**config.mk**
```make
export PLATFORM = sky130hd
export DESIGN_NAME = q4k_block_dequantizer
export DESIGN_NICKNAME = d
export VERILOG_FILES = /design/src/rtl/q4k_pkg.sv /design/src/rtl/q4k_fifo.sv /design/src/rtl/q4k_front.sv /design/src/rtl/q4k_back.sv /design/src/rtl/q4k_block_dequantizer.sv
export SDC_FILE = /design/constraint.sdc
export NUM_CORES = 2
export LEC_CHECK = 0
export ABC_AREA = 1
export BUFFER_PORTS_ARGS = -buffer_cell sky130_fd_sc_hd__buf_2
export CORE_MARGIN = 8
export CORE_UTILIZATION = 50
export DETAILED_ROUTE_END_ITERATION = 10
export PLACE_DENSITY = 0.63
export SLEW_MARGIN = 20
export SYNTH_ARGS = -nofsm -noshare
export SYNTH_HDL_FRONTEND = slang
export SYNTH_SLANG_ARGS = --single-unit
export TNS_END_PERCENT = 10
```
**constraint.sdc**
```tcl
create_clock -name i_clk -period 26.1 [get_ports i_clk]
set_clock_uncertainty 0.05 [all_clocks]
set_input_delay 2.61 -clock i_clk [delete_from_list [all_inputs] [get_ports i_clk]]
set_output_delay 2.61 -clock i_clk [all_outputs]
set_load 0.01 [all_outputs]
```
**src/rtl/q4k_pkg.sv**
```systemverilog
// q4k_pkg: shared types, constants and helpers for the q4_k block dequantizer
// no dependencies
`timescale 1ns / 1ps
`default_nettype none
package q4k_pkg;

    localparam int BLOCK_BYTES = 144;
    localparam int HDR_BYTES   = 16;
    localparam int BLOCK_ELEMS = 256;
    localparam int CFG_W       = 17;
    localparam logic [CFG_W-1:0] ROW_LEN_RESET = 17'd256;

    // magnitude width after aligning both products to a 2^-24 lsb
    localparam int MAG_W = 52;

    typedef struct packed {
        logic [7:0] data_byte;
        logic       row_begin;
    } t_in_item;

    typedef struct packed {
        logic [15:0] element_index;
        logic [31:0] low_value;
        logic        low_valid;
        logic [31:0] high_value;
        logic        high_valid;
        logic        row_last;
    } t_out_item;

    // decoded fp16: value = sign * man * 2^(sh - 24)
    typedef struct packed {
        logic        sign;
        logic [10:0] man;
        logic [4:0]  sh;
    } t_half;

    typedef struct packed {
        t_half       d;
        t_half       dm;
        logic [5:0]  sc_lo;
        logic [5:0]  mn_lo;
        logic [3:0]  q_lo;
        logic [5:0]  sc_hi;
        logic [5:0]  mn_hi;
        logic [3:0]  q_hi;
        logic [15:0] element_index;
        logic        low_valid;
        logic        high_valid;
        logic        row_last;
    } t_job;

    // exponent 31 stays finite, both zeros come out positive
    function automatic t_half half_decode(input logic [15:0] h);
        t_half r;
        r.sign = h[15] & (h[14:0] != 15'd0);
        if (h[14:10] == 5'd0) begin
            r.man = {1'b0, h[9:0]};
            r.sh  = 5'd0;
        end else begin
            r.man = {1'b1, h[9:0]};
            r.sh  = h[14:10] - 5'd1;
        end
        return r;
    endfunction

endpackage
`default_nettype wire

```
**src/rtl/q4k_fifo.sv**
```systemverilog
// q4k_fifo: small register queue with full/empty flags
// no dependencies
`timescale 1ns / 1ps
`default_nettype none
module q4k_fifo #(
    parameter int WIDTH = 8,
    parameter int DEPTH = 4
) (
    input  wire logic             i_clk,
    input  wire logic             i_rst_n,
    input  wire logic             i_push,
    input  wire logic [WIDTH-1:0] i_data,
    output logic                  o_full,
    input  wire logic             i_pop,
    output logic                  o_empty,
    output logic [WIDTH-1:0]      o_data
);
    localparam int AW = (DEPTH > 1) ? $clog2(DEPTH) : 1;

    logic [WIDTH-1:0] r_mem [DEPTH];
    logic [AW-1:0]    r_wr, r_rd;
    logic [AW:0]      r_cnt;
    logic             do_push, do_pop;

    assign o_full  = (r_cnt == (AW+1)'(DEPTH));
    assign o_empty = (r_cnt == '0);
    assign o_data  = r_mem[r_rd];
    assign do_push = i_push & ~o_full;
    assign do_pop  = i_pop & ~o_empty;

    always_ff @(posedge i_clk) begin
        if (!i_rst_n) begin
            r_wr  <= '0;
            r_rd  <= '0;
            r_cnt <= '0;
        end else begin
            if (do_push) begin
                r_wr <= (r_wr == AW'(DEPTH-1)) ? '0 : r_wr + 1'b1;
            end
            if (do_pop) begin
                r_rd <= (r_rd == AW'(DEPTH-1)) ? '0 : r_rd + 1'b1;
            end
            r_cnt <= r_cnt + (AW+1)'(do_push) - (AW+1)'(do_pop);
        end
    end

    always_ff @(posedge i_clk) begin
        if (do_push) begin
            r_mem[r_wr] <= i_data;
        end
    end
endmodule
`default_nettype wire

```
**src/rtl/q4k_front.sv**
```systemverilog
// q4k_front: byte position tracking, header capture and job building
// depends on q4k_pkg
`timescale 1ns / 1ps
`default_nettype none
module q4k_front
    import q4k_pkg::*;
#(
    parameter int MAX_ROW_ELEMENTS = 65536
) (
    input  wire logic             i_clk,
    input  wire logic             i_rst_n,
    input  wire logic             i_cfg_we,
    input  wire logic [CFG_W-1:0] i_cfg_data,
    input  wire logic             i_accept,
    input  wire t_in_item         i_item,
    output logic                  o_job_push,
    output t_job                  o_job
);
    localparam int MAX_BLK = (MAX_ROW_ELEMENTS + BLOCK_ELEMS - 1) / BLOCK_ELEMS;
    localparam int BC_W    = (MAX_BLK > 1) ? $clog2(MAX_BLK) : 1;
    localparam int IDX_W   = $clog2(MAX_ROW_ELEMENTS);
    localparam int LEN_W   = IDX_W + 1;
    localparam int CMP_W   = (LEN_W > CFG_W) ? LEN_W : CFG_W;

    logic [CFG_W-1:0] r_row_length;
    logic [15:0]      r_scale, r_mscale;
    logic [7:0]       r_sub [12];
    logic [7:0]       r_pos, n_pos;
    logic [BC_W-1:0]  r_blk, n_blk;

    logic [CMP_W-1:0] len_ext;
    logic [LEN_W-1:0] len, nblk, nblk_raw;
    logic [7:0]       pos;
    logic [BC_W-1:0]  blkc, blk;
    logic             last;
    logic [6:0]       k;
    logic [1:0]       g;
    logic [5:0]       sc_all [8];
    logic [5:0]       mn_all [8];
    logic [LEN_W-1:0] lo_idx, hi_idx;

    always_comb begin
        len_ext  = CMP_W'(r_row_length);
        if (len_ext > CMP_W'(MAX_ROW_ELEMENTS)) begin
            len_ext = CMP_W'(MAX_ROW_ELEMENTS);
        end
        len      = LEN_W'(len_ext);
        nblk_raw = (len + LEN_W'(BLOCK_ELEMS - 1)) >> 8;
        nblk     = (nblk_raw == '0) ? LEN_W'(1) : nblk_raw;

        pos  = i_item.row_begin ? 8'd0 : r_pos;
        blkc = i_item.row_begin ? '0 : r_blk;
        last = 1'b0;
        n_pos = pos + 8'd1;
        n_blk = blkc;
        if (pos >= 8'(BLOCK_BYTES - 1)) begin
            last  = (LEN_W'(blkc) + LEN_W'(1) >= nblk);
            n_pos = 8'd0;
            n_blk = last ? '0 : blkc + 1'b1;
        end
        blk = last ? BC_W'(nblk - LEN_W'(1)) : blkc;

        k = 7'(pos - 8'(HDR_BYTES));
        g = k[6:5];
        lo_idx = LEN_W'({blk, g, 1'b0, k[4:0]});
        hi_idx = lo_idx + LEN_W'(32);

        // sub-scale unpacking, pairs 0..3 plain, 4..7 split over high bits
        for (int j = 0; j < 4; j++) begin
            sc_all[j]   = r_sub[j][5:0];
            mn_all[j]   = r_sub[j+4][5:0];
            sc_all[j+4] = {r_sub[j][7:6], r_sub[j+8][3:0]};
            mn_all[j+4] = {r_sub[j+4][7:6], r_sub[j+8][7:4]};
        end

        o_job.d             = half_decode(r_scale);
        o_job.dm            = half_decode(r_mscale);
        o_job.sc_lo         = sc_all[{g, 1'b0}];
        o_job.mn_lo         = mn_all[{g, 1'b0}];
        o_job.sc_hi         = sc_all[{g, 1'b1}];
        o_job.mn_hi         = mn_all[{g, 1'b1}];
        o_job.q_lo          = i_item.data_byte[3:0];
        o_job.q_hi          = i_item.data_byte[7:4];
        o_job.element_index = 16'(lo_idx);
        o_job.low_valid     = (lo_idx < len);
        o_job.high_valid    = (hi_idx < len);
        o_job.row_last      = last;
        o_job_push          = i_accept & (pos >= 8'(HDR_BYTES));
    end

    always_ff @(posedge i_clk) begin
        if (!i_rst_n) begin
            r_row_length <= ROW_LEN_RESET;
            r_scale      <= '0;
            r_mscale     <= '0;
            r_pos        <= '0;
            r_blk        <= '0;
        end else begin
            if (i_cfg_we) begin
                r_row_length <= i_cfg_data;
            end
            if (i_accept) begin
                r_pos <= n_pos;
                r_blk <= n_blk;
                case (pos)
                    8'd0:    r_scale[7:0]   <= i_item.data_byte;
                    8'd1:    r_scale[15:8]  <= i_item.data_byte;
                    8'd2:    r_mscale[7:0]  <= i_item.data_byte;
                    8'd3:    r_mscale[15:8] <= i_item.data_byte;
                    default: ;
                endcase
            end
        end
    end

    always_ff @(posedge i_clk) begin
        if (i_accept && pos >= 8'd4 && pos < 8'(HDR_BYTES)) begin
            r_sub[4'(pos - 8'd4)] <= i_item.data_byte;
        end
    end
endmodule
`default_nettype wire

```
**src/rtl/q4k_back.sv**
```systemverilog
// q4k_back: pipelined fp32 evaluation of both nibbles of a job
// depends on q4k_pkg
`timescale 1ns / 1ps
`default_nettype none
module q4k_back
    import q4k_pkg::*;
(
    input  wire logic i_clk,
    input  wire logic i_rst_n,
    input  wire logic i_job_valid,
    input  wire t_job i_job,
    output logic      o_job_pop,
    input  wire logic i_out_full,
    output logic      o_item_push,
    output t_out_item o_item
);
    typedef struct packed {
        logic [15:0] element_index;
        logic        low_valid;
        logic        high_valid;
        logic        row_last;
    } t_meta;

    logic        adv;
    logic        r_v1, r_v2, r_v3, r_v4;
    t_meta       r_m1, r_m2, r_m3, r_m4;

    logic [16:0] r_a1 [2];
    logic [16:0] r_b1 [2];
    logic [3:0]  r_q1 [2];
    logic        r_sp1, r_sb1;
    logic [4:0]  r_shp1, r_shb1;

    logic [20:0] r_p2 [2];
    logic [16:0] r_b2 [2];
    logic        r_sp2, r_sb2;
    logic [4:0]  r_shp2, r_shb2;

    logic [MAG_W:0]   r_diff3 [2];
    logic             r_zs3   [2];
    logic [MAG_W-1:0] r_mag4  [2];
    logic [5:0]       r_e4    [2];
    logic             r_s4    [2];
    logic             r_zs4   [2];

    logic [5:0]       sc [2];
    logic [5:0]       mn [2];
    logic [MAG_W:0]   dabs [2];
    logic [5:0]       lz [2];
    logic [MAG_W-1:0] norm;
    logic             rnd;
    logic [30:0]      body;
    logic [31:0]      res [2];

    assign adv       = ~i_out_full;
    assign o_job_pop = adv & i_job_valid;

    always_comb begin
        sc[0] = i_job.sc_lo;
        sc[1] = i_job.sc_hi;
        mn[0] = i_job.mn_lo;
        mn[1] = i_job.mn_hi;
    end

    always_ff @(posedge i_clk) begin
        if (!i_rst_n) begin
            r_v1 <= 1'b0;
            r_v2 <= 1'b0;
            r_v3 <= 1'b0;
            r_v4 <= 1'b0;
        end else if (adv) begin
            r_v1 <= i_job_valid;
            r_v2 <= r_v1;
            r_v3 <= r_v2;
            r_v4 <= r_v3;
        end
    end

    always_comb begin
        for (int i = 0; i < 2; i++) begin
            dabs[i] = r_diff3[i][MAG_W] ? -r_diff3[i] : r_diff3[i];
            lz[i] = 6'd0;
            for (int b = 0; b < MAG_W; b++) begin
                if (dabs[i][b]) begin
                    lz[i] = 6'(b);
                end
            end
        end
    end

    always_ff @(posedge i_clk) begin
        if (adv) begin
            // stage 1: scale times sub-scale, min times sub-min
            r_m1   <= '{i_job.element_index, i_job.low_valid, i_job.high_valid,
                        i_job.row_last};
            r_sp1  <= i_job.d.sign;
            r_sb1  <= i_job.dm.sign;
            r_shp1 <= i_job.d.sh;
            r_shb1 <= i_job.dm.sh;
            r_q1[0] <= i_job.q_lo;
            r_q1[1] <= i_job.q_hi;
            for (int i = 0; i < 2; i++) begin
                r_a1[i] <= 17'(i_job.d.man) * 17'(sc[i]);
                r_b1[i] <= 17'(i_job.dm.man) * 17'(mn[i]);
            end
            // stage 2: times the nibble
            r_m2   <= r_m1;
            r_sp2  <= r_sp1;
            r_sb2  <= r_sb1;
            r_shp2 <= r_shp1;
            r_shb2 <= r_shb1;
            for (int i = 0; i < 2; i++) begin
                r_p2[i] <= 21'(r_a1[i]) * 21'(r_q1[i]);
                r_b2[i] <= r_b1[i];
            end
            // stage 3: align to a common lsb and subtract exactly
            r_m3 <= r_m2;
            for (int i = 0; i < 2; i++) begin
                r_diff3[i] <= r_sp2 ? ((-((MAG_W+1)'(r_p2[i]) << r_shp2))
                                       - (r_sb2 ? -((MAG_W+1)'(r_b2[i]) << r_shb2)
                                                : ((MAG_W+1)'(r_b2[i]) << r_shb2)))
                                    : (((MAG_W+1)'(r_p2[i]) << r_shp2)
                                       - (r_sb2 ? -((MAG_W+1)'(r_b2[i]) << r_shb2)
                                                : ((MAG_W+1)'(r_b2[i]) << r_shb2)));
                r_zs3[i] <= (r_p2[i] == '0) && (r_b2[i] == '0) && r_sp2 && !r_sb2;
            end
            // stage 4: magnitude and leading one
            r_m4 <= r_m3;
            for (int i = 0; i < 2; i++) begin
                r_mag4[i] <= MAG_W'(dabs[i]);
                r_s4[i]   <= r_diff3[i][MAG_W];
                r_e4[i]   <= lz[i];
                r_zs4[i]  <= r_zs3[i];
            end
        end
    end

    // final stage: normalize, round to nearest even, pack
    always_comb begin
        norm = '0;
        rnd  = 1'b0;
        body = '0;
        for (int i = 0; i < 2; i++) begin
            norm = r_mag4[i] << (6'(MAG_W - 1) - r_e4[i]);
            rnd  = norm[MAG_W-25] & ((|norm[MAG_W-26:0]) | norm[MAG_W-24]);
            body = {8'(r_e4[i]) + 8'd103, norm[MAG_W-2:MAG_W-24]} + 31'(rnd);
            res[i] = (r_mag4[i] == '0) ? {r_zs4[i], 31'd0} : {r_s4[i], body};
        end
        o_item.element_index = r_m4.element_index;
        o_item.low_value     = res[0];
        o_item.low_valid     = r_m4.low_valid;
        o_item.high_value    = res[1];
        o_item.high_valid    = r_m4.high_valid;
        o_item.row_last      = r_m4.row_last;
        o_item_push          = adv & r_v4;
    end
endmodule
`default_nettype wire

```
**src/rtl/q4k_block_dequantizer.sv**
```systemverilog
// q4k_block_dequantizer: top level, q4_k super-block stream to fp32 pairs
// depends on q4k_pkg, q4k_front, q4k_back, q4k_fifo
//
// usage: push the quantized row one byte per item on i_in while o_full is
// low; set row_begin on the first byte of a row. each 144-byte super-block
// starts with a 16-byte header (fp16 scale, fp16 min scale, twelve packed
// sub-scale bytes) that gives no result, then 128 nibble bytes that each
// give one result item with two fp32 values and their valid flags.
// results wait in an output queue; while o_empty is low the oldest item is
// on o_out and i_pop takes it.
// throughput: one byte per cycle while o_full is low. from byte accept to
// result on o_out an item passes through the job queue, four pipeline
// registers in the back end and the output queue. the user must write
// row_length through i_cfg_we/i_cfg_data only while idle; the block does
// not enforce it. reset: byte position and block count clear, row_length
// returns to 256, both queues empty. when pop is held low the output queue
// fills, the back end freezes, the job queue fills and o_full rises.
`timescale 1ns / 1ps
`default_nettype none
module q4k_block_dequantizer
    import q4k_pkg::*;
#(
    parameter int MAX_ROW_ELEMENTS = 65536
) (
    input  wire logic             i_clk,
    input  wire logic             i_rst_n,
    input  wire logic             i_push,
    input  wire t_in_item         i_in,
    output logic                  o_full,
    output logic                  o_empty,
    input  wire logic             i_pop,
    output t_out_item             o_out,
    input  wire logic             i_cfg_we,
    input  wire logic [CFG_W-1:0] i_cfg_data
);
    logic      accept, job_push, job_full, job_empty, job_pop;
    logic      out_full, item_push;
    t_job      job_in, job_out;
    t_out_item item;

    assign o_full = job_full;
    assign accept = i_push & ~job_full;

    q4k_front #(.MAX_ROW_ELEMENTS(MAX_ROW_ELEMENTS)) u_front (
        .i_clk      (i_clk),
        .i_rst_n    (i_rst_n),
        .i_cfg_we   (i_cfg_we),
        .i_cfg_data (i_cfg_data),
        .i_accept   (accept),
        .i_item     (i_in),
        .o_job_push (job_push),
        .o_job      (job_in)
    );

    q4k_fifo #(.WIDTH($bits(t_job)), .DEPTH(4)) u_job_q (
        .i_clk   (i_clk),
        .i_rst_n (i_rst_n),
        .i_push  (job_push),
        .i_data  (job_in),
        .o_full  (job_full),
        .i_pop   (job_pop),
        .o_empty (job_empty),
        .o_data  (job_out)
    );

    q4k_back u_back (
        .i_clk       (i_clk),
        .i_rst_n     (i_rst_n),
        .i_job_valid (~job_empty),
        .i_job       (job_out),
        .o_job_pop   (job_pop),
        .i_out_full  (out_full),
        .o_item_push (item_push),
        .o_item      (item)
    );

    q4k_fifo #(.WIDTH($bits(t_out_item)), .DEPTH(4)) u_out_q (
        .i_clk   (i_clk),
        .i_rst_n (i_rst_n),
        .i_push  (item_push),
        .i_data  (item),
        .o_full  (out_full),
        .i_pop   (i_pop),
        .o_empty (o_empty),
        .o_data  (o_out)
    );
endmodule
`default_nettype wire

```
==> results.txt <==
Worst-Margin Slew: 1.10 ns
Worst path max stage delay: 0.43 ns
ys async rst share: 0%
1st-iter DRT viols: 5108
Detail Placement HPWL: 166000 um
Reg clk slew, reported paths: 0.06 ns
Layout Cells excl Fill: 13000
I/O pins: 116
Avg Cell Area, Syn: 8.46 um^2
Reg area: 38900 um^2
worst hold path type: reg2reg
vias post-DR: 70300
setup TNS: 0 ns
top routing layer used: met4
crit path capture type: register
Yosys top cell area share: 41.3%
post-synthesis cell area: 89800 um^2
CP max-delay cell: buf_4
global-route wire length before repair: 355000 um
Ys Warns: 0
PortBufs: 114
Unique masters post-synth: 80
Row Count: 155
met3 WL post-DR: 9210 um
WS Path Type: reg2reg
Via density: 5.39
Yosys top cell by area: edfxtp_1
status: completed
CP Launch Type: register
routed len/inst: 17.0 um
# clock sinks: 1323
CTS buffer count: 143
final number of setup-violating endpoints: 0
Initial Utilization: 50.3%
Clock Tree Buf Depth: 3
Max Slew Vio Count: 0
Most used DFF post-synth: edfxtp_1
number of synthesized flops with an enable pin: 1236
antenna violations before repair: 2
Crit path required time: 26.58 ns
H-Tree Level Count: 4
synth top area cells: edfxtp_1 41%, nand2_1 8.8%, ha_1 7.3%, o21ai_0 6.1%, inv_1 6.1%
Post-Syn Nets: 11400
GP Congestion: 0.961
share of the yosys chip area belonging to registers: 43.3%
Synth Register Bits: 1323
delay-heaviest family, CP: simple AND/OR/NAND/NOR gates
vias in the first global route: 67800
Max Cap Violations: 0
Die Ht: 440 um
total core area: 178000 um^2
area of the multi-input gates: 43600 um^2
synth-to-layout area growth: 8.18%
worst hold start: u_back.r_m1[1]
layout cells sized above 1: 5.78%
Hold Buf Count CTS: 0
clock root cell: clkbuf_16
metal2 WL: 105000 um
Clock Latency Late Sink: 0.81 ns
nets: 11300
die area: 193000 um^2
Placed Cells: 12800
cts repair resizes: 0
post-route ant nets: 0
fmax: 0.137 GHz
Post-Route M1 WL: 100000 um
largest net degree at the start of global routing: 91
worst path arrival time: 7.77 ns
postcts setup bufs: 0
Syn Inst Count: 10600
CP Launch Point: u_back.r_shb2[0]
die span in x: 440 um
final hold vios: 0
worst path bufs/invs: 10
CP max FO: 57
RSZ-0062 raised after global routing: false
period utilization: 28.0%
origin of the critical flop-to-flop path: u_back.r_shb2[0]
fillers: 16500
crit path time final: 7.30 ns
gr ovfl total: 0
drt total wl: 221000 um
DR pass1 iterations: 6
total track usage: 22.3%
DRC: 0
Worst slew margin: 26.6%
most used cell, CP: nand2_1
TritonCTS clock tree: built
[final timing paths]
path	cells past startpoint	slack, ns	endpoint
worst min register to register	0	0.36	u_back.r_m2[1]
worst max-delay path	51	18.80	u_back.r_diff3[0][103]
worst max register to register	51	18.80	u_back.r_diff3[0][103]
worst min-delay path	0	0.36	u_back.r_m2[1]
[layout make-up]
| class | instances | share of cell area (%) |
|---|---|---|
| Timing Repair Buffer | 220 | 1.41 |
| Antenna cell | 1 | 0.00258 |
| Clock inverter | 91 | 1.05 |
| Sequential cell | 1323 | 40.0 |
| Multi-Input combinational cell | 7378 | 44.9 |
| Clock buffer | 171 | 3.81 |
| Inverter | 1505 | 5.83 |
| Tap cell | 2355 | 3.03 |
[layer usage]
metal | vias to the layer above | track usage (%)
li1 | 35400 | -
met5 | - | 0
met3 | 345 | 2.76
met4 | 0 | 6.73
met2 | 1555 | 38.3
met1 | 32900 | 29.7
[stage by stage]
stage / cell area (um^2) / hold WS [ns] / setup slack [ns] / utilization [%]
3_5_place_dp: 92400 / 0.355 / 18.49 / 51.8
6_report: 97100 / 0.356 / 18.80 / 54.4
4_1_cts: 97100 / 0.361 / 18.86 / 54.4
2_1_floorplan: 89800 / 0.350 / 8.48 / -
3_3_place_gp: 92400 / 0.351 / 18.31 / 51.8
5_1_grt: 97100 / 0.356 / 17.95 / 54.4
[worst register-to-register path, delay by kind of cell, from the launching register on]
kind	cells	cell delay (ns)
AO/OA/AOI/OAI	13	2.14
buffers and inverters	10	1.38
AND/OR/NAND/NOR	26	2.62
adder cells (fa/ha/maj)	1	0.38
XOR/XNOR	1	0.15
flip-flops	1	0.32
[synth_stat cells, types with 60 or more instances]
cell type  number
nand2_1      2102
inv_1        1454
edfxtp_1     1236
nor2_1       1158
o21ai_0      1096
a21oi_1       602
ha_1          527
clkbuf_1      269
xor2_1        250
nand3_1       247
fa_1          214
o21ai_1       148
o22ai_1       147
mux2i_1       121
nor3_1         91
dfxtp_1        87
xnor2_1        81
nor4_1         74
a31oi_1        65
buf_1          60
nand4_1        60
[layout by cell type, fill, tap and decap left out, types with 65 or more instances in the layout]
master / Yosys / final
a31oi_1: 65 / 65
xnor2_1: 81 / 80
nor2_1: 1158 / 1150
inv_1: 1454 / 1451
o21ai_0: 1096 / 1095
nand2_1: 2102 / 2101
mux2i_1: 121 / 121
fa_1: 214 / 214
buf_2: 43 / 114
xor2_1: 250 / 250
nor4_1: 74 / 74
nor3_1: 91 / 89
nand3_1: 247 / 247
o21ai_1: 148 / 149
a21oi_1: 602 / 602
o22ai_1: 147 / 147
dfxtp_1: 87 / 84
edfxtp_1: 1236 / 1236
clkbuf_16: 0 / 143
buf_4: 14 / 102
ha_1: 527 / 526
[registers in the layout (all words and copies together) (netlist names), 12 cells and up, named ones only]
name	cells
u_back.o_item	18
u_back.r_m3	18
u_job_q.r_mem	336
u_back.r_b2	34
u_back.r_e4	12
u_back.r_b1	34
u_back.r_p2	42
u_front.r_sub	96
u_back.r_mag4	104
u_out_q.r_mem	328
u_back.r_m2	18
u_front.r_row_length	17
u_back.r_m1	18
u_front.r_scale	16
u_back.r_a1	34
u_back.r_diff3	106
u_front.r_mscale	16
[cell families after synthesis]
| family | synth area share, % |
|---|---|
| compound gates | 14.1 |
| xor+xnor | 3.25 |
| fa+ha+maj | 12.1 |
| buf+inv | 8.30 |
| flops | 43.3 |
| mux | 1.36 |
| other cells | 0.00418 |
| simple gates | 17.6 |
Power is not shown: default switching activity piles up to over one toggle a cycle in this logic, so the estimate is an artifact.
